<file path="config.mk">
export PLATFORM = sky130hd
export DESIGN_NAME = swbs_front
export DESIGN_NICKNAME = d
export VERILOG_FILES = /design/src/rtl/sliding_window_rgb_box_sum_assert.svh /design/src/rtl/swbs_pkg.sv /design/src/rtl/swbs_front.sv
export SDC_FILE = /design/constraint.sdc
export NUM_CORES = 1
export LEC_CHECK = 0
export BUFFER_PORTS_ARGS = -buffer_cell sky130_fd_sc_hd__buf_2
export CELL_PAD_IN_SITES_DETAIL_PLACEMENT = 0
export CELL_PAD_IN_SITES_GLOBAL_PLACEMENT = 1
export CORE_MARGIN = 5
export CORE_UTILIZATION = 30
export CTS_BUF_LIST = sky130_fd_sc_hd__clkbuf_8
export CTS_CLUSTER_DIAMETER = 150
export DETAILED_ROUTE_END_ITERATION = 10
export GPL_TIMING_DRIVEN = 0
export PLACE_DENSITY = 0.71
export SETUP_SLACK_MARGIN = 0.02
export SYNTH_ARGS = -nofsm -noshare
export SYNTH_HDL_FRONTEND = slang
export SYNTH_SLANG_ARGS = --single-unit
</file>
<file path="constraint.sdc">
create_clock -name clk -period 19.75 [get_ports clk]
set_clock_uncertainty 0.2 [all_clocks]
set_input_delay 3.95 -clock clk [delete_from_list [all_inputs] [get_ports clk]]
set_output_delay 3.95 -clock clk [all_outputs]
set_load 0.02 [all_outputs]
</file>
<file path="src/rtl/sliding_window_rgb_box_sum_assert.svh">
// ----------------------------------------------------------------------------
// Assertion macros for the RGB box sum block
// Two forms: a same-cycle implication and a next-cycle implication.
// ----------------------------------------------------------------------------
`ifndef SLIDING_WINDOW_RGB_BOX_SUM_ASSERT_SVH
`define SLIDING_WINDOW_RGB_BOX_SUM_ASSERT_SVH

// antecedent holds -> consequent holds in the same cycle
`define SWBS_ASSERT_SAME(label, clk, rst, ante, cons) \
  label: assert property (@(posedge clk) disable iff (rst) (ante) |-> (cons)) \
    else $error("swbs assertion failed");

// antecedent holds -> consequent holds in the next cycle
`define SWBS_ASSERT_NEXT(label, clk, rst, ante, cons) \
  label: assert property (@(posedge clk) disable iff (rst) (ante) |=> (cons)) \
    else $error("swbs assertion failed");

`endif

</file>
<file path="src/rtl/swbs_pkg.sv">
// ----------------------------------------------------------------------------
// swbs_pkg
// Shared types and constants of the RGB box sum block.
// ----------------------------------------------------------------------------
package swbs_pkg;

  localparam int PIX_W     = 24;
  localparam int SUM_W     = 20;
  localparam int POS_W     = 11;
  localparam int CFG_W     = 12;
  localparam int IDX_W     = 3;
  localparam int WIN_W     = 7;
  localparam int ROW_LIMIT = 2048;
  localparam int CMD_DEPTH = 4;
  localparam int OUT_DEPTH = 4;

  // configuration register indexes
  localparam logic [IDX_W-1:0] REG_IMAGE_WIDTH   = 3'd0;
  localparam logic [IDX_W-1:0] REG_IMAGE_HEIGHT  = 3'd1;
  localparam logic [IDX_W-1:0] REG_WINDOW_WIDTH  = 3'd2;
  localparam logic [IDX_W-1:0] REG_WINDOW_HEIGHT = 3'd3;
  localparam logic [IDX_W-1:0] REG_ALIGNED_ONLY  = 3'd4;

  typedef struct packed {
    logic [SUM_W-1:0] blue;
    logic [SUM_W-1:0] green;
    logic [SUM_W-1:0] red;
  } rgb_sum_t;

  // classified pixel handed from front to back
  typedef struct packed {
    logic [PIX_W-1:0] pixel;
    logic             first_col;
    logic             sub_col;
    logic             first_row;
    logic             sub_row;
    logic             report;
    logic [POS_W-1:0] wx;
    logic [POS_W-1:0] wy;
  } cmd_t;

  typedef struct packed {
    logic [POS_W-1:0] wx;
    logic [POS_W-1:0] wy;
    rgb_sum_t         sums;
  } result_t;

endpackage

</file>
<file path="src/rtl/swbs_front.sv">
// ----------------------------------------------------------------------------
// swbs_front
// Holds registers and position, classifies each pixel into a back command.
// ----------------------------------------------------------------------------
module swbs_front #(
  parameter int MAXW = 2048,
  parameter int MWH  = 64,
  parameter int MWW  = 64,
  localparam int CW  = $clog2(MAXW),
  localparam int AW  = (MWH * MAXW > 1) ? $clog2(MWH * MAXW) : 1
) (
  input  logic                        clk,
  input  logic                        rst,
  input  logic                        push,
  input  logic [swbs_pkg::PIX_W-1:0]  pixel,
  input  logic                        frame_start,
  input  logic                        cfg_valid,
  input  logic [swbs_pkg::IDX_W-1:0]  cfg_index,
  input  logic [swbs_pkg::CFG_W-1:0]  cfg_data,
  input  logic                        clearing,
  input  logic                        cmd_full,
  output logic                        full,
  output logic                        cmd_push,
  output swbs_pkg::cmd_t              cmd,
  output logic [CW-1:0]               cmd_col,
  output logic [CW-1:0]               cmd_cww,
  output logic [AW-1:0]               cmd_wr_addr,
  output logic [AW-1:0]               cmd_rd_addr
);

  localparam int IWW = $clog2(MAXW + 1);
  localparam int XW  = (IWW > 12) ? IWW : 12;
  localparam int CXW = (CW + 1 > 12) ? CW + 1 : 12;
  localparam int SW  = (MWH > 1) ? $clog2(MWH) : 1;
  localparam int PB  = (CW > swbs_pkg::POS_W) ? CW : swbs_pkg::POS_W;
  localparam int PCW = $clog2(PB + 1);

  // registers
  logic [11:0] iw_reg, ih_reg;
  logic [6:0]  ww_reg, wh_reg;
  logic        al_reg;
  logic [CW-1:0] col, col_next;
  logic [10:0]   row, row_next;
  logic [6:0]    cm, cm_next, rm, rm_next;
  logic [SW-1:0] rs, rs_next;
  // remainder recompute after a register write
  logic [PCW-1:0] rc_cnt;
  logic [PB-1:0]  dcol, drow;
  logic [6:0]     remc, remr, remc_next, remr_next;
  logic [7:0]     tc, tr;

  // effective sizes
  logic [XW-1:0]  iw_x;
  logic [IWW-1:0] iw;
  logic [11:0]    ih;
  logic [6:0]     ww, wh;

  logic          accept, busy, cfg_wr;
  logic [CW-1:0] c;
  logic [11:0]   r, r1;
  logic [6:0]    cmc, rmr;
  logic [SW-1:0] rsr;
  logic [CXW-1:0] c1, wxf;
  logic [11:0]   wyf;
  logic [9:0]    rs10, old10;
  logic          al_ok;

  always_comb begin
    iw_x = (iw_reg == '0) ? XW'(1) : ((XW'(iw_reg) > XW'(MAXW)) ? XW'(MAXW) : XW'(iw_reg));
    iw   = IWW'(iw_x);
    ih   = (ih_reg == '0) ? 12'd1 :
           ((ih_reg > 12'(swbs_pkg::ROW_LIMIT)) ? 12'(swbs_pkg::ROW_LIMIT) : ih_reg);
    ww   = (ww_reg == '0) ? 7'd1 : ((9'(ww_reg) > 9'(MWW)) ? 7'(MWW) : ww_reg);
    wh   = (wh_reg == '0) ? 7'd1 : ((9'(wh_reg) > 9'(MWH)) ? 7'(MWH) : wh_reg);
  end

  assign busy     = (rc_cnt != '0);
  assign full     = cmd_full | busy | clearing;
  assign accept   = push & ~full;
  assign cmd_push = accept;
  assign cfg_wr   = cfg_valid;

  // position of this pixel, with frame start and wrap
  always_comb begin
    c   = col;
    r   = 12'(row);
    cmc = cm;
    rmr = rm;
    rsr = rs;
    if (frame_start) begin
      c   = '0;
      r   = '0;
      cmc = '0;
      rmr = '0;
      rsr = '0;
    end else if (IWW'(col) >= iw) begin
      c   = '0;
      cmc = '0;
      r   = 12'(row) + 12'd1;
      rmr = (8'(rm) + 8'd1 == 8'(wh)) ? '0 : rm + 7'd1;
      rsr = (rs == SW'(MWH - 1)) ? '0 : rs + SW'(1);
    end
    if (r >= ih) begin
      r   = '0;
      rmr = '0;
      rsr = '0;
    end
  end

  // classification
  always_comb begin
    c1    = CXW'(c) + CXW'(1);
    wxf   = c1 - CXW'(ww);
    r1    = r + 12'd1;
    wyf   = r1 - 12'(wh);
    al_ok = ~al_reg | ((cmc == ww - 7'd1) & (rmr == wh - 7'd1));
    rs10  = 10'(rsr);
    old10 = (rs10 >= 10'(wh)) ? rs10 - 10'(wh) : rs10 + 10'(MWH) - 10'(wh);

    cmd.pixel     = pixel;
    cmd.first_col = (c == '0);
    cmd.sub_col   = (CXW'(c) >= CXW'(ww));
    cmd.first_row = (r == '0);
    cmd.sub_row   = (r >= 12'(wh));
    cmd.report    = (c1 >= CXW'(ww)) & (r1 >= 12'(wh)) & al_ok;
    cmd.wx        = wxf[swbs_pkg::POS_W-1:0];
    cmd.wy        = wyf[swbs_pkg::POS_W-1:0];
    cmd_col       = c;
    cmd_cww       = CW'(CXW'(c) - CXW'(ww));
    cmd_wr_addr   = AW'(rsr) * AW'(MAXW) + AW'(c);
    cmd_rd_addr   = AW'(old10) * AW'(MAXW) + AW'(c);
  end

  // position after this pixel
  always_comb begin
    col_next = col;
    row_next = row;
    cm_next  = cm;
    rm_next  = rm;
    rs_next  = rs;
    if (accept) begin
      if (c1 >= CXW'(iw)) begin
        col_next = '0;
        cm_next  = '0;
        if (r1 >= ih) begin
          row_next = '0;
          rm_next  = '0;
          rs_next  = '0;
        end else begin
          row_next = r1[10:0];
          rm_next  = (8'(rmr) + 8'd1 == 8'(wh)) ? '0 : rmr + 7'd1;
          rs_next  = (rsr == SW'(MWH - 1)) ? '0 : rsr + SW'(1);
        end
      end else begin
        col_next = CW'(c1);
        cm_next  = (8'(cmc) + 8'd1 == 8'(ww)) ? '0 : cmc + 7'd1;
        row_next = r[10:0];
        rm_next  = rmr;
        rs_next  = rsr;
      end
    end else if (busy && rc_cnt == PCW'(1)) begin
      cm_next = remc_next;
      rm_next = remr_next;
    end
  end

  // one restoring remainder step per cycle for column and row
  always_comb begin
    tc        = {remc, dcol[PB-1]};
    tr        = {remr, drow[PB-1]};
    remc_next = (tc >= {1'b0, ww}) ? 7'(tc - {1'b0, ww}) : tc[6:0];
    remr_next = (tr >= {1'b0, wh}) ? 7'(tr - {1'b0, wh}) : tr[6:0];
  end

  always_ff @(posedge clk) begin
    if (rst) begin
      iw_reg <= 12'd2048;
      ih_reg <= 12'd2048;
      ww_reg <= 7'd8;
      wh_reg <= 7'd8;
      al_reg <= 1'b0;
      col    <= '0;
      row    <= '0;
      cm     <= '0;
      rm     <= '0;
      rs     <= '0;
      rc_cnt <= '0;
      dcol   <= '0;
      drow   <= '0;
      remc   <= '0;
      remr   <= '0;
    end else begin
      col <= col_next;
      row <= row_next;
      cm  <= cm_next;
      rm  <= rm_next;
      rs  <= rs_next;
      if (cfg_wr) begin
        unique case (cfg_index)
          swbs_pkg::REG_IMAGE_WIDTH:   iw_reg <= cfg_data;
          swbs_pkg::REG_IMAGE_HEIGHT:  ih_reg <= cfg_data;
          swbs_pkg::REG_WINDOW_WIDTH:  ww_reg <= cfg_data[6:0];
          swbs_pkg::REG_WINDOW_HEIGHT: wh_reg <= cfg_data[6:0];
          swbs_pkg::REG_ALIGNED_ONLY:  al_reg <= cfg_data[0];
          default: ;
        endcase
        // restart the remainder of the stored position
        rc_cnt <= PCW'(PB);
        dcol   <= PB'(col);
        drow   <= PB'(row);
        remc   <= '0;
        remr   <= '0;
      end else if (busy) begin
        rc_cnt <= rc_cnt - PCW'(1);
        dcol   <= dcol << 1;
        drow   <= drow << 1;
        remc   <= remc_next;
        remr   <= remr_next;
      end
    end
  end

endmodule

</file>
==> results.json <==
{
  "yosys_warnings": 0,
  "syn_inst": 1525,
  "htree_levels": 4,
  "peakVddDrop_uv": 40.7,
  "gp_congestion": 0.896,
  "ant_nets": 0,
  "worst_pin_slew_ns": 1.21,
  "die_h_um": 203,
  "synth-edff-count": 0,
  "initial_core_util_pct": 30.5,
  "cts.repair.resized": 0,
  "slew_viol_final": 0,
  "ys_seq_elements": 121,
  "drc": 0,
  "syn_area_mm2": 0.0112,
  "crit_path_start_kind": "input port",
  "clk_pin_slew_ns": 0.09,
  "wire_per_inst_um": 18.5,
  "crit_type": "in2out",
  "postCtsHoldBufs": 0,
  "die_area_mm2": 0.0412,
  "vias": 11500,
  "drt-total-wl_mm": 39.8,
  "fin_ws_ns": 4.97,
  "layout_min_cycle_time_ns": 14.78,
  "dieWidth_um": 203,
  "cp-end-kind": "primary output",
  "crit_fanout": 10,
  "async_flop_share_pct": 0,
  "finalHoldViolCount": 0,
  "crit_path_start": "frame_start",
  "critical_path_required_ns": 15.60,
  "r2r-start": "iw_reg[11]",
  "outcome": "completed",
  "cts_sinks": 121,
  "fin_setup_tns_ns": 0,
  "power_density_mw_per_mm2": 54.9,
  "synth.distinct_cells": 86,
  "dr.pass1.iters": 5,
  "nNetsFinal": 1831,
  "cts_buffers": 17,
  "first_iter_violations": 715,
  "layout_common_cells": "nand2_1, nor2_1, a21oi_1, buf_2, dfxtp_1",
  "cp_data_arrival_time_ns": 10.63,
  "syn_nets": 1683,
  "pre_cts_ws_ns": 5.07,
  "io_pins": 155,
  "portBuffers": 129,
  "grt_pass1_vias": 10700,
  "post_cts.repair.setup_buffers": 0,
  "antenna_found_initial": 0,
  "coreArea_mm2": 0.0367,
  "setup_viol": 0,
  "rows": 70,
  "cts_tree": "yes",
  "viasPerCell": 5.32,
  "cts_root_buf": "clkbuf_8",
  "diodes": 0,
  "final_common_cell": "nand2_1",
  "ys.flop_type": "dfxtp_1",
  "avgSynthCellArea_um2": 7.33,
  "fillers": 3970,
  "grt-ovfl-total": 0,
  "grt_first_pass_wirelength_mm": 60.8,
  "area_growth_syn_to_layout_pct": 14.7,
  "dp_hpwl_mm": 31.4,
  "grt_max_degree": 17,
  "clockBufferDepth": 2,
  "seq_area_mm2": 0.00242,
  "max_slew_margin_pct": 17.9,
  "p_leak_nw": 5.25,
  "hp-start": "ih_reg[0]",
  "multi_input_area_mm2": 0.00787,
  "grt_setup_unrepaired": "no",
  "period_share_pct": 74.8,
  "grt_usage_pct": 18.5,
  "hold_path.class": "reg2reg",
  "fmax_mhz": 67.7,
  "cap_violations": 0,
  "yosysSeqAreaShare_pct": 21.7,
  "clk_latency_ns": 0.47,
  "drive_gt1_share_pct": 14.2
}
==> cell families after synthesis <==
group / count (synthesis) / share of synthesized area [%]
compound gates: 364 / 21.0
buf+inv: 184 / 7.96
simple gates: 613 / 25.9
xor+xnor: 102 / 7.99
mux: 29 / 2.62
fa+ha+maj: 112 / 12.9
flops: 121 / 21.7
==> per-stage QoR <==
stage	power (mW)	cells	instance area [µm²]	hold slack [ns]	utilization, %
floorplan	0.412	1525	11200	0.236	-
finish	0.704	2154	12800	0.270	34.9
global route	0.741	2154	12800	0.295	34.9
CTS	0.709	2154	12800	0.272	34.9
detailed placement	0.471	2122	12400	0.258	33.8
global placement	0.469	2122	12400	0.257	33.8
==> metal layers <==
layer | GRT usage (%) | share of wire, %
met1 | 25.1 | 46
met2 | 31.3 | 47
met4 | 4.22 | 1.8
met5 | 0 | 0
met3 | 2.91 | 5.3
==> path summary, 6_finish.rpt <==
kind / slack (ns) / endpoint / cells past startpoint
max reg2reg: 10.37 / row[0] / 31
min: 0.27 / ih_reg[0] / 2
max: 4.97 / cmd[22] / 21
min reg2reg: 0.27 / ih_reg[0] / 2
==> cell usage after synthesis, types with 10 or more instances <==
library cell / n / area (µm²)
and3_1: 10 / 62.6
xnor2_1: 63 / 552
a221oi_1: 12 / 105
or3_1: 18 / 113
nor2b_1: 15 / 93.8
o21ai_0: 54 / 270
nor2_1: 153 / 574
mux2i_1: 27 / 270
a211oi_1: 19 / 143
nor3_1: 41 / 205
xor2_1: 39 / 342
nand2_1: 223 / 837
and2_1: 15 / 93.8
nor4_1: 16 / 100
dfxtp_1: 121 / 2420
nand2b_1: 21 / 131
ha_1: 106 / 1330
a21oi_1: 150 / 751
nand3_1: 45 / 225
clkbuf_1: 69 / 259
inv_1: 55 / 206
buf_4: 47 / 353
a21o_1: 31 / 233
nand4_1: 12 / 75.1
==> report_power, final <==
group | leakage (nW) | switching (mW) | internal (mW)
sequential | 0.981 | 0.0103 | 0.253
combinational | 4.06 | 0.127 | 0.0752
clock | 0.209 | 0.130 | 0.107
==> worst max-delay path, stage by stage <==
cell	delay, ns
buf_2	0.16
inv_1	0.16
o21ai_0	0.21
nor3_1	0.92
clkbuf_1	0.41
clkbuf_1	0.42
nand2_1	0.24
inv_1	0.25
ha_1	0.28
xnor2_1	0.25
ha_1	0.35
a21o_1	0.19
a21oi_1	0.28
o21ai_0	0.19
nor4_1	0.38
nor4b_1	1.02
nor4_1	0.25
nand4_1	0.14
o32ai_1	0.17
o41a_1	0.23
buf_2	0.16
==> cell type report <==
type,instances,area share [%]
Tap cell,468,4.57
Clock inverter,15,1.35
Buffer,128,5.30
Multi-Input combinational cell,1220,61.4
Sequential cell,121,18.9
Clock buffer,17,1.83
Inverter,56,1.64
Timing Repair Buffer,129,5.04
Note: power is estimated with default switching activity, not from simulation.
