## config.mk

```make
export PLATFORM = sky130hd
export DESIGN_NAME = swbs_fifo
export DESIGN_NICKNAME = d
export VERILOG_FILES = /design/src/rtl/sliding_window_rgb_box_sum_assert.svh /design/src/rtl/swbs_fifo.sv
export SDC_FILE = /design/constraint.sdc
export NUM_CORES = 1
export LEC_CHECK = 0
export BUFFER_PORTS_ARGS = -buffer_cell sky130_fd_sc_hd__buf_2
export CAP_MARGIN = 20
export CELL_PAD_IN_SITES_DETAIL_PLACEMENT = 0
export CELL_PAD_IN_SITES_GLOBAL_PLACEMENT = 1
export CORE_MARGIN = 8
export CORE_UTILIZATION = 44
export CTS_BUF_LIST = sky130_fd_sc_hd__clkbuf_8
export DETAILED_ROUTE_END_ITERATION = 10
export PLACE_DENSITY_LB_ADDON = 0.1
export SLEW_MARGIN = 20
export SYNTH_ARGS = -nofsm -noshare
export SYNTH_HDL_FRONTEND = slang
export SYNTH_SLANG_ARGS = --single-unit
```

## constraint.sdc

```tcl
create_clock -name clk -period 1.7 [get_ports clk]
set_clock_uncertainty 0.1 [all_clocks]
set_input_delay 0.085 -clock clk [delete_from_list [all_inputs] [get_ports clk]]
set_output_delay 0.085 -clock clk [all_outputs]
set_load 0.05 [all_outputs]
```

## src/rtl/sliding_window_rgb_box_sum_assert.svh

```systemverilog
// ----------------------------------------------------------------------------
// Assertion macros for the RGB box sum block
// Two forms: a same-cycle implication and a next-cycle implication.
// ----------------------------------------------------------------------------
`ifndef SLIDING_WINDOW_RGB_BOX_SUM_ASSERT_SVH
`define SLIDING_WINDOW_RGB_BOX_SUM_ASSERT_SVH

// antecedent holds -> consequent holds in the same cycle
`define SWBS_ASSERT_SAME(label, clk, rst, ante, cons) \
  label: assert property (@(posedge clk) disable iff (rst) (ante) |-> (cons)) \
    else $error("swbs assertion failed");

// antecedent holds -> consequent holds in the next cycle
`define SWBS_ASSERT_NEXT(label, clk, rst, ante, cons) \
  label: assert property (@(posedge clk) disable iff (rst) (ante) |=> (cons)) \
    else $error("swbs assertion failed");

`endif

```

## src/rtl/swbs_fifo.sv

```systemverilog
// ----------------------------------------------------------------------------
// swbs_fifo
// Small register queue with count, used between front and back and at output.
// ----------------------------------------------------------------------------
module swbs_fifo #(
  parameter int WIDTH = 8,
  parameter int DEPTH = 4,
  localparam int PW = (DEPTH > 1) ? $clog2(DEPTH) : 1,
  localparam int CNW = $clog2(DEPTH + 1)
) (
  input  logic             clk,
  input  logic             rst,
  input  logic             wr,
  input  logic [WIDTH-1:0] wdata,
  input  logic             rd,
  output logic [WIDTH-1:0] rdata,
  output logic             empty,
  output logic             full,
  output logic [CNW-1:0]   count
);

  logic [WIDTH-1:0] slots [DEPTH];
  logic [PW-1:0]    wptr;
  logic [PW-1:0]    rptr;

  assign empty = (count == '0);
  assign full  = (count == CNW'(DEPTH));
  assign rdata = slots[rptr];

  // pointer and count update
  always_ff @(posedge clk) begin
    if (rst) begin
      wptr  <= '0;
      rptr  <= '0;
      count <= '0;
    end else begin
      if (wr) begin
        wptr <= (wptr == PW'(DEPTH - 1)) ? '0 : wptr + PW'(1);
      end
      if (rd) begin
        rptr <= (rptr == PW'(DEPTH - 1)) ? '0 : rptr + PW'(1);
      end
      count <= count + CNW'(wr) - CNW'(rd);
    end
  end

  // storage
  always_ff @(posedge clk) begin
    if (wr) begin
      slots[wptr] <= wdata;
    end
  end

endmodule

```

==> impl_metrics.py, run 1 <==
metrics = {
    "floorplanning": {
        "core_area_mm2": 0.003578,
        "die_width_um": 76.52,
        "die_h_um": 76.52,
        "io_pins": 25,
        "cell_rows": 22,
        "effective_utilization_at_floorplan_pct": 45.03,
        "die-area_mm2": 0.005855,
    },
    "job": {
        "maxCapViolCount": 0,
    },
    "global_route": {
        "grt_start_max_net_pins": 13,
        "wire_length_of_the_first_global_routing_pass_mm": 4.084,
        "gr-usage-met3_pct": 3.892,
        "grt_antenna_before_repair": 0,
        "grt-ovfl-total": 0,
        "number_of_global_route_vias_before_repair": 877,
        "globalRouteMet1Util_pct": 9.309,
        "grt_usage_pct": 9.129,
        "busiest_layer": "met2",
        "groute.layer.met2.usage_pct": 15.34,
    },
    "cts": {
        "clk_latency_ns": 0.28,
        "cts.sink_count": 41,
        "h-tree-depth": 2,
        "clock_tree_from_tritoncts": "done",
        "clock-root-buffer": "sky130_fd_sc_hd__clkbuf_8",
        "clock_transition_at_the_register_clock_pins_on_the_worst_setup_and_hold_paths_after_cts_ns": 0.07,
        "clock_path_buffers": 2,
        "numCtsBuffers": 5,
    },
    "critical_path": {
        "path_buf_inv": 2,
        "timing.critical_path.slowest_stage_cell": "sky130_fd_sc_hd__mux4_2",
        "critical_path.max_fanout": 8,
        "worst-endpoint-required_ns": 1.51,
        "crit_path_max_incr_delay_ns": 0.49,
        "worstPathCellList": "buf_12, mux4_2, buf_4",
        "worst_setup_path_start_kind": "flop",
        "cp_top_family": "multiplexers",
        "setup.worst_path.class": "flop to output port",
        "timing.critical_path.arrival_ns": 1.46,
        "cp-end-kind": "output port",
    },
    "yosys": {
        "synthDominantCellAreaShare_pct": 59.63,
        "syn_nets": 105,
        "count_leader_synth": "sky130_fd_sc_hd__edfxtp_1",
        "postSynthCellCount": 85,
        "synth_top_cells_by_area": "sky130_fd_sc_hd__edfxtp_1, sky130_fd_sc_hd__dfxtp_1, sky130_fd_sc_hd__mux4_2, sky130_fd_sc_hd__ha_1, sky130_fd_sc_hd__and2_1",
        "mappedNetlistArea_mm2": 0.001612,
        "synthDominantAreaCellType": "sky130_fd_sc_hd__edfxtp_1",
        "dominantRegCellSynth": "sky130_fd_sc_hd__edfxtp_1",
        "number_of_distinct_library_cells_after_synthesis": 18,
        "avgSynthCellArea_um2": 18.96,
        "postSynthRegisterBits": 41,
        "synth-edff-count": 32,
        "number_of_synthesis_warnings": 0,
        "sequential_share_of_the_synthesized_area_pct": 70.81,
        "ys_async_sr_fraction_pct": 0,
        "yosys-top-cells-count": "sky130_fd_sc_hd__edfxtp_1, sky130_fd_sc_hd__dfxtp_1, sky130_fd_sc_hd__mux4_2, sky130_fd_sc_hd__ha_1, sky130_fd_sc_hd__inv_1",
    },
    "sta": {
        "timing_hold_violations_final": 0,
        "number_of_slew_limit_violations_in_the_final_report": 0,
        "max_slew_margin_pct": 68.58,
        "slew_worst_pin_ns": 0.4713,
        "final.setup.worst_slack_ns": 0.05939,
        "min_period_ns": 1.641,
        "period_share_pct": 96.51,
        "fin_hold_ws_ns": 0.06621,
        "highest_achievable_clock_rate_mhz": 609.5,
        "finalSetupViolations": 0,
        "setup_repair_after_global_routing_missed_its_margin": "true",
    },
    "drt": {
        "antenna_violating_nets_post_route": 0,
        "route.detailed.drc": 0,
        "dr.first_iter.drc_count": 30,
        "firstDrtPassIters": 4,
        "drt-total-wl_mm": 2.605,
        "route.vias.total": 839,
        "routed_via_density": 4.767,
        "post_drt_wl_per_cell_um": 14.80,
    },
    "pwr": {
        "power.total_uw": 2545,
        "cellLeakagePower_uw": 0.0007981,
        "power.ir.vdd_worst_v": 0.0008445,
        "p_per_area_mw_per_mm2": 1210,
    },
    "final_layout": {
        "nets": 147,
        "insertedDiodeCount": 0,
        "final_cell_area_mm2": 0.002103,
        "area_growth_syn_to_layout_pct": 30.51,
        "post_route_cells_drive_above_1_share_pct": 39.84,
        "utilization_pct": 58.78,
    },
    "placement": {
        "place.port_buffers": 24,
        "gp_routability_congestion": 0.6552,
        "dp_hpwl_mm": 1.794,
        "detailedPlace.worstSlack_ns": 0.008099,
        "placedInstanceArea_mm2": 0.001819,
    },
    "run_status": {
        "run_status": "finished, final reports clean",
    },
    "min_path": {
        "min-delay-path-class": "primary input to flop",
    },
}
worst register-to-register path, stage by stage, from the launching register on:
cell                      delay [ns]
sky130_fd_sc_hd__dfxtp_4        0.36
sky130_fd_sc_hd__inv_4          0.04
sky130_fd_sc_hd__ha_4           0.25
sky130_fd_sc_hd__inv_2          0.04
sky130_fd_sc_hd__ha_4           0.15
sky130_fd_sc_hd__fa_2           0.36
sky130_fd_sc_hd__xor3_1         0.19
sky130_fd_sc_hd__nor2_1         0.10
sequential cells by signal, indices dropped and copies added, names as in the netlist, named ones only:
name	flops
rptr	2
slots	32
wptr	2
count	3
power by group:
part | leakage [uW] | switching (uW) | internal (uW)
registers | 0.000369 | 42.2 | 1140
clock network | 0.0000626 | 301 | 472
logic | 0.000366 | 355 | 231
path summary, 6_finish.rpt:
check,from,cells after the start,slack (ns),to
hold / removal,wr,3,0.07,wptr[1]
setup reg to reg,count[0],7,0.06,count[2]
hold reg to reg,rptr[0],2,0.42,flop
setup / recovery,flop,3,0.06,rdata[5]
repair_timing:
action	in CTS	in global routing
endpoints found under the hold margin	41	0
setup endpoints to repair	9	9
resized for setup	11	9
pin swaps	0	3
buffers inserted	0	1
hold buffers	9	0
per-layer routing:
metal | up-vias | part of all wire, %
li1 | 404 | -
met1 | 403 | 43
met2 | 26 | 48
met3 | 6 | 6.8
met4 | 0 | 2.1
met5 | - | 0
cells in the final DEF (no fill, tap or decap), types with 2 or more instances in the layout:
| cell type | count |
|---|---|
| sky130_fd_sc_hd__and2_1 | 4 |
| sky130_fd_sc_hd__nor2_1 | 3 |
| sky130_fd_sc_hd__mux4_2 | 8 |
| sky130_fd_sc_hd__inv_1 | 5 |
| sky130_fd_sc_hd__dfxtp_1 | 7 |
| sky130_fd_sc_hd__or3b_1 | 2 |
| sky130_fd_sc_hd__clkbuf_8 | 6 |
| sky130_fd_sc_hd__buf_2 | 16 |
| sky130_fd_sc_hd__edfxtp_1 | 32 |
| sky130_fd_sc_hd__ha_1 | 5 |
| sky130_fd_sc_hd__buf_4 | 6 |
| sky130_fd_sc_hd__dlygate4sd3_1 | 9 |
| sky130_fd_sc_hd__nor2b_1 | 2 |
| sky130_fd_sc_hd__ha_4 | 2 |
| sky130_fd_sc_hd__buf_6 | 5 |
| sky130_fd_sc_hd__mux2i_1 | 2 |
| sky130_fd_sc_hd__nand2b_1 | 2 |
| sky130_fd_sc_hd__a21oi_1 | 2 |
cell type report:
cell class	count	area, um^2
sequential	41	1146
inverter	6	25.02
multi-input combinational	36	464.2
timing repair buffer	37	291.5
tap	48	60.06
clock inverter	2	33.78
clock buffer	6	82.58
fill	299	1475
metrics by stage:
| stage | TNS (ns) | cells |
|---|---|---|
| 3_5_place_dp | 0 | 158 |
| 2_1_floorplan | -0.03746 | 85 |
| 3_3_place_gp | 0 | 158 |
| 5_1_grt | -0.006967 | 176 |
| 6_report | 0 | 176 |
| 4_1_cts | 0 | 175 |
cells by family (layout without fill, tap and decap cells):
family                   after synthesis  count (layout)  share of synthesized area, %
AO/OA/AOI/OAI                          2               2                        0.6211
XOR/XNOR                               1               1                         1.475
adder cells (fa/ha/maj)                8               8                         6.677
buffers and inverters                  8              51                         2.406
flip-flops                            41              41                         70.81
multiplexers                          10              10                         12.42
AND/OR/NAND/NOR                       15              15                         5.590
(Power assumes the default switching activity.)
==> run 2: changes to the inputs <==
--- a/config.mk
+++ b/config.mk
@@ -5,12 +5,13 @@
 export SDC_FILE = /design/constraint.sdc
 export NUM_CORES = 1
 export LEC_CHECK = 0
+export ABC_AREA = 1
 export BUFFER_PORTS_ARGS = -buffer_cell sky130_fd_sc_hd__buf_2
 export CAP_MARGIN = 20
 export CELL_PAD_IN_SITES_DETAIL_PLACEMENT = 0
 export CELL_PAD_IN_SITES_GLOBAL_PLACEMENT = 1
 export CORE_MARGIN = 8
-export CORE_UTILIZATION = 44
+export CORE_UTILIZATION = 42
 export CTS_BUF_LIST = sky130_fd_sc_hd__clkbuf_8
 export DETAILED_ROUTE_END_ITERATION = 10
 export PLACE_DENSITY_LB_ADDON = 0.1
==> run 2 against run 1 <==
Net effect: cell area down 0.12%; worst hold slack worse by 0.055 ns; synthesized cell count up 79%; clock power down 5.6%; non-clock buffer count down 1; utilization down 6.3 points; via count up 30%; global-route usage up 0.58 points; wire length up 12%; maximum frequency up 1.7%; sequential power about the same; critical endpoint is now count[1]; largest power group unchanged.
==> impl_metrics.py, run 2 <==
metrics = {
    "cts": {
        "clock_tree_from_tritoncts": "done",
        "clock-root-buffer": "sky130_fd_sc_hd__clkbuf_8",
        "clk_latency_ns": 0.28,
        "clock_transition_at_the_register_clock_pins_on_the_worst_setup_and_hold_paths_after_cts_ns": 0.07,
        "h-tree-depth": 2,
        "clock_path_buffers": 2,
        "cts.sink_count": 41,
        "numCtsBuffers": 5,
    },
    "floorplanning": {
        "core_area_mm2": 0.004000,
        "effective_utilization_at_floorplan_pct": 43.45,
        "die_h_um": 80.33,
        "cell_rows": 23,
        "die-area_mm2": 0.006452,
        "die_width_um": 80.33,
        "io_pins": 25,
    },
    "placement": {
        "detailedPlace.worstSlack_ns": 0.05385,
        "place.port_buffers": 24,
        "dp_hpwl_mm": 2.012,
        "placedInstanceArea_mm2": 0.001887,
        "gp_routability_congestion": 0.7348,
    },
    "global_route": {
        "wire_length_of_the_first_global_routing_pass_mm": 4.616,
        "busiest_layer": "met2",
        "number_of_global_route_vias_before_repair": 1029,
        "grt-ovfl-total": 0,
        "grt_usage_pct": 9.711,
        "globalRouteMet1Util_pct": 10.75,
        "grt_start_max_net_pins": 33,
        "gr-usage-met3_pct": 3.013,
        "grt_antenna_before_repair": 0,
        "groute.layer.met2.usage_pct": 15.93,
    },
    "drt": {
        "firstDrtPassIters": 4,
        "antenna_violating_nets_post_route": 0,
        "routed_via_density": 4.533,
        "post_drt_wl_per_cell_um": 12.13,
        "route.detailed.drc": 0,
        "dr.first_iter.drc_count": 28,
        "drt-total-wl_mm": 2.911,
        "route.vias.total": 1088,
    },
    "final_layout": {
        "flip_flop_count_of_the_largest_register_after_layout": 32,
        "multi_input_comb_area_um2": 436.7,
        "insertedDiodeCount": 0,
        "most-common-layout-cells": "sky130_fd_sc_hd__inv_1, sky130_fd_sc_hd__edfxtp_1, sky130_fd_sc_hd__nand2_1, sky130_fd_sc_hd__buf_2",
        "area.sequential_mm2": 0.001145,
        "post_route_cells_drive_above_1_share_pct": 21.05,
        "layout_top_registers": "slots x32, count x3",
        "fillerInstances": 368,
        "largest_register": "slots",
        "area_growth_syn_to_layout_pct": 20.88,
        "nets": 209,
        "final_cell_area_mm2": 0.002101,
    },
    "yosys": {
        "yosys-top-cells-count": "sky130_fd_sc_hd__edfxtp_1, sky130_fd_sc_hd__inv_1, sky130_fd_sc_hd__nand2_1, sky130_fd_sc_hd__a21oi_1",
        "mappedNetlistArea_mm2": 0.001738,
        "synthDominantCellAreaShare_pct": 55.29,
        "postSynthCellCount": 152,
        "syn_nets": 172,
        "number_of_distinct_library_cells_after_synthesis": 18,
        "synth-edff-count": 32,
        "synthDominantAreaCellType": "sky130_fd_sc_hd__edfxtp_1",
        "avgSynthCellArea_um2": 11.43,
        "dominantRegCellSynth": "sky130_fd_sc_hd__edfxtp_1",
        "sequential_share_of_the_synthesized_area_pct": 65.66,
        "count_leader_synth": "sky130_fd_sc_hd__edfxtp_1",
        "ys_async_sr_fraction_pct": 0,
        "number_of_synthesis_warnings": 0,
        "synth_top_cells_by_area": "sky130_fd_sc_hd__edfxtp_1, sky130_fd_sc_hd__dfxtp_1, sky130_fd_sc_hd__inv_1, sky130_fd_sc_hd__nand2_1, sky130_fd_sc_hd__ha_1",
        "postSynthRegisterBits": 41,
    },
    "sta": {
        "number_of_slew_limit_violations_in_the_final_report": 0,
        "slew_worst_pin_ns": 0.4054,
        "period_share_pct": 94.90,
        "final.setup.worst_slack_ns": 0.08664,
        "setup_repair_after_global_routing_missed_its_margin": "false",
        "max_slew_margin_pct": 72.94,
        "setup-tns-final_ns": 0,
        "finalSetupViolations": 0,
        "highest_achievable_clock_rate_mhz": 619.8,
        "fin_hold_ws_ns": 0.01094,
        "timing_hold_violations_final": 0,
        "min_period_ns": 1.613,
    },
    "critical_path": {
        "setup.worst_path.class": "flop to flop",
        "worst_setup_path_start_kind": "flop",
        "timing.critical_path.arrival_ns": 1.74,
        "critical_path.max_fanout": 3,
        "worst-endpoint-required_ns": 1.83,
        "cp-end-kind": "flop",
    },
    "run_status": {
        "run_status": "finished, final reports clean",
    },
    "pwr": {
        "cellLeakagePower_uw": 0.0009177,
        "p_per_area_mw_per_mm2": 1184,
        "power.total_uw": 2486,
        "power.ir.vdd_worst_v": 0.0005134,
    },
    "job": {
        "maxCapViolCount": 0,
    },
    "min_path": {
        "min-delay-path-class": "primary input to flop",
    },
}
## run 2: final timing paths
check	slack (ns)	to	from	depth (start not counted)
max	0.09	count[1]	count[0]	7
min	0.01	rptr[0]	rd	3
max reg2reg	0.09	count[1]	count[0]	7
min reg2reg	0.42	rptr[0]	rptr[0]	2
## run 2: cell type report
type                    instances  share of cell area (%)
well taps                      50                   2.978
inverters                      31                   5.539
clock inverters                 3                   1.846
clock buffers                   5                   3.276
flip-flops and latches         41                   54.50
multi-input cells              74                   20.79
repair buffers                 36                   11.08
## run 2: power by group
group          switching (uW)  internal [uW]  total [uW]
Clock                     301            429         730
Sequential               33.8           1150        1180
Combinational             416            157         573
Total                     750           1740        2490
## run 2: cell families after synthesis
kind of cell             share of synthesized area, %
flip-flops                                      65.66
buffers and inverters                           10.01
AND/OR/NAND/NOR                                 8.207
AO/OA/AOI/OAI                                   9.431
adder cells (fa/ha/maj)                         6.191
XOR/XNOR                                       0.5041
## run 2: timing repair
item | 4_1_cts | 5_1_grt
hold endpoints to repair | 38 | 0
hold buffers | 9 | 0
endpoints found under the setup margin | 0 | 2
setup buffers | 0 | 1
gates resized for setup | 0 | 3
## run 2: layer usage
metal	wire length [um]	part of all wire, %
met1	1279	44
met2	1442	50
met3	143	4.9
met4	45	1.5
met5	0	0
## run 2: critical path: stages, from the launching register on
cell                      delay [ns]
sky130_fd_sc_hd__dfxtp_4        0.35
sky130_fd_sc_hd__inv_1          0.04
sky130_fd_sc_hd__ha_1           0.26
sky130_fd_sc_hd__inv_1          0.04
sky130_fd_sc_hd__ha_2           0.17
sky130_fd_sc_hd__fa_2           0.51
sky130_fd_sc_hd__inv_1          0.03
sky130_fd_sc_hd__nor2_1         0.06
## run 2: per-stage QoR
step / instances / util (%)
final: 240 / 52.52
after global routing: 240 / 52.52
after CTS: 239 / 52.11
after detailed placement: 222 / 47.17
after global placement: 222 / 47.17
after floorplan: 152 / -
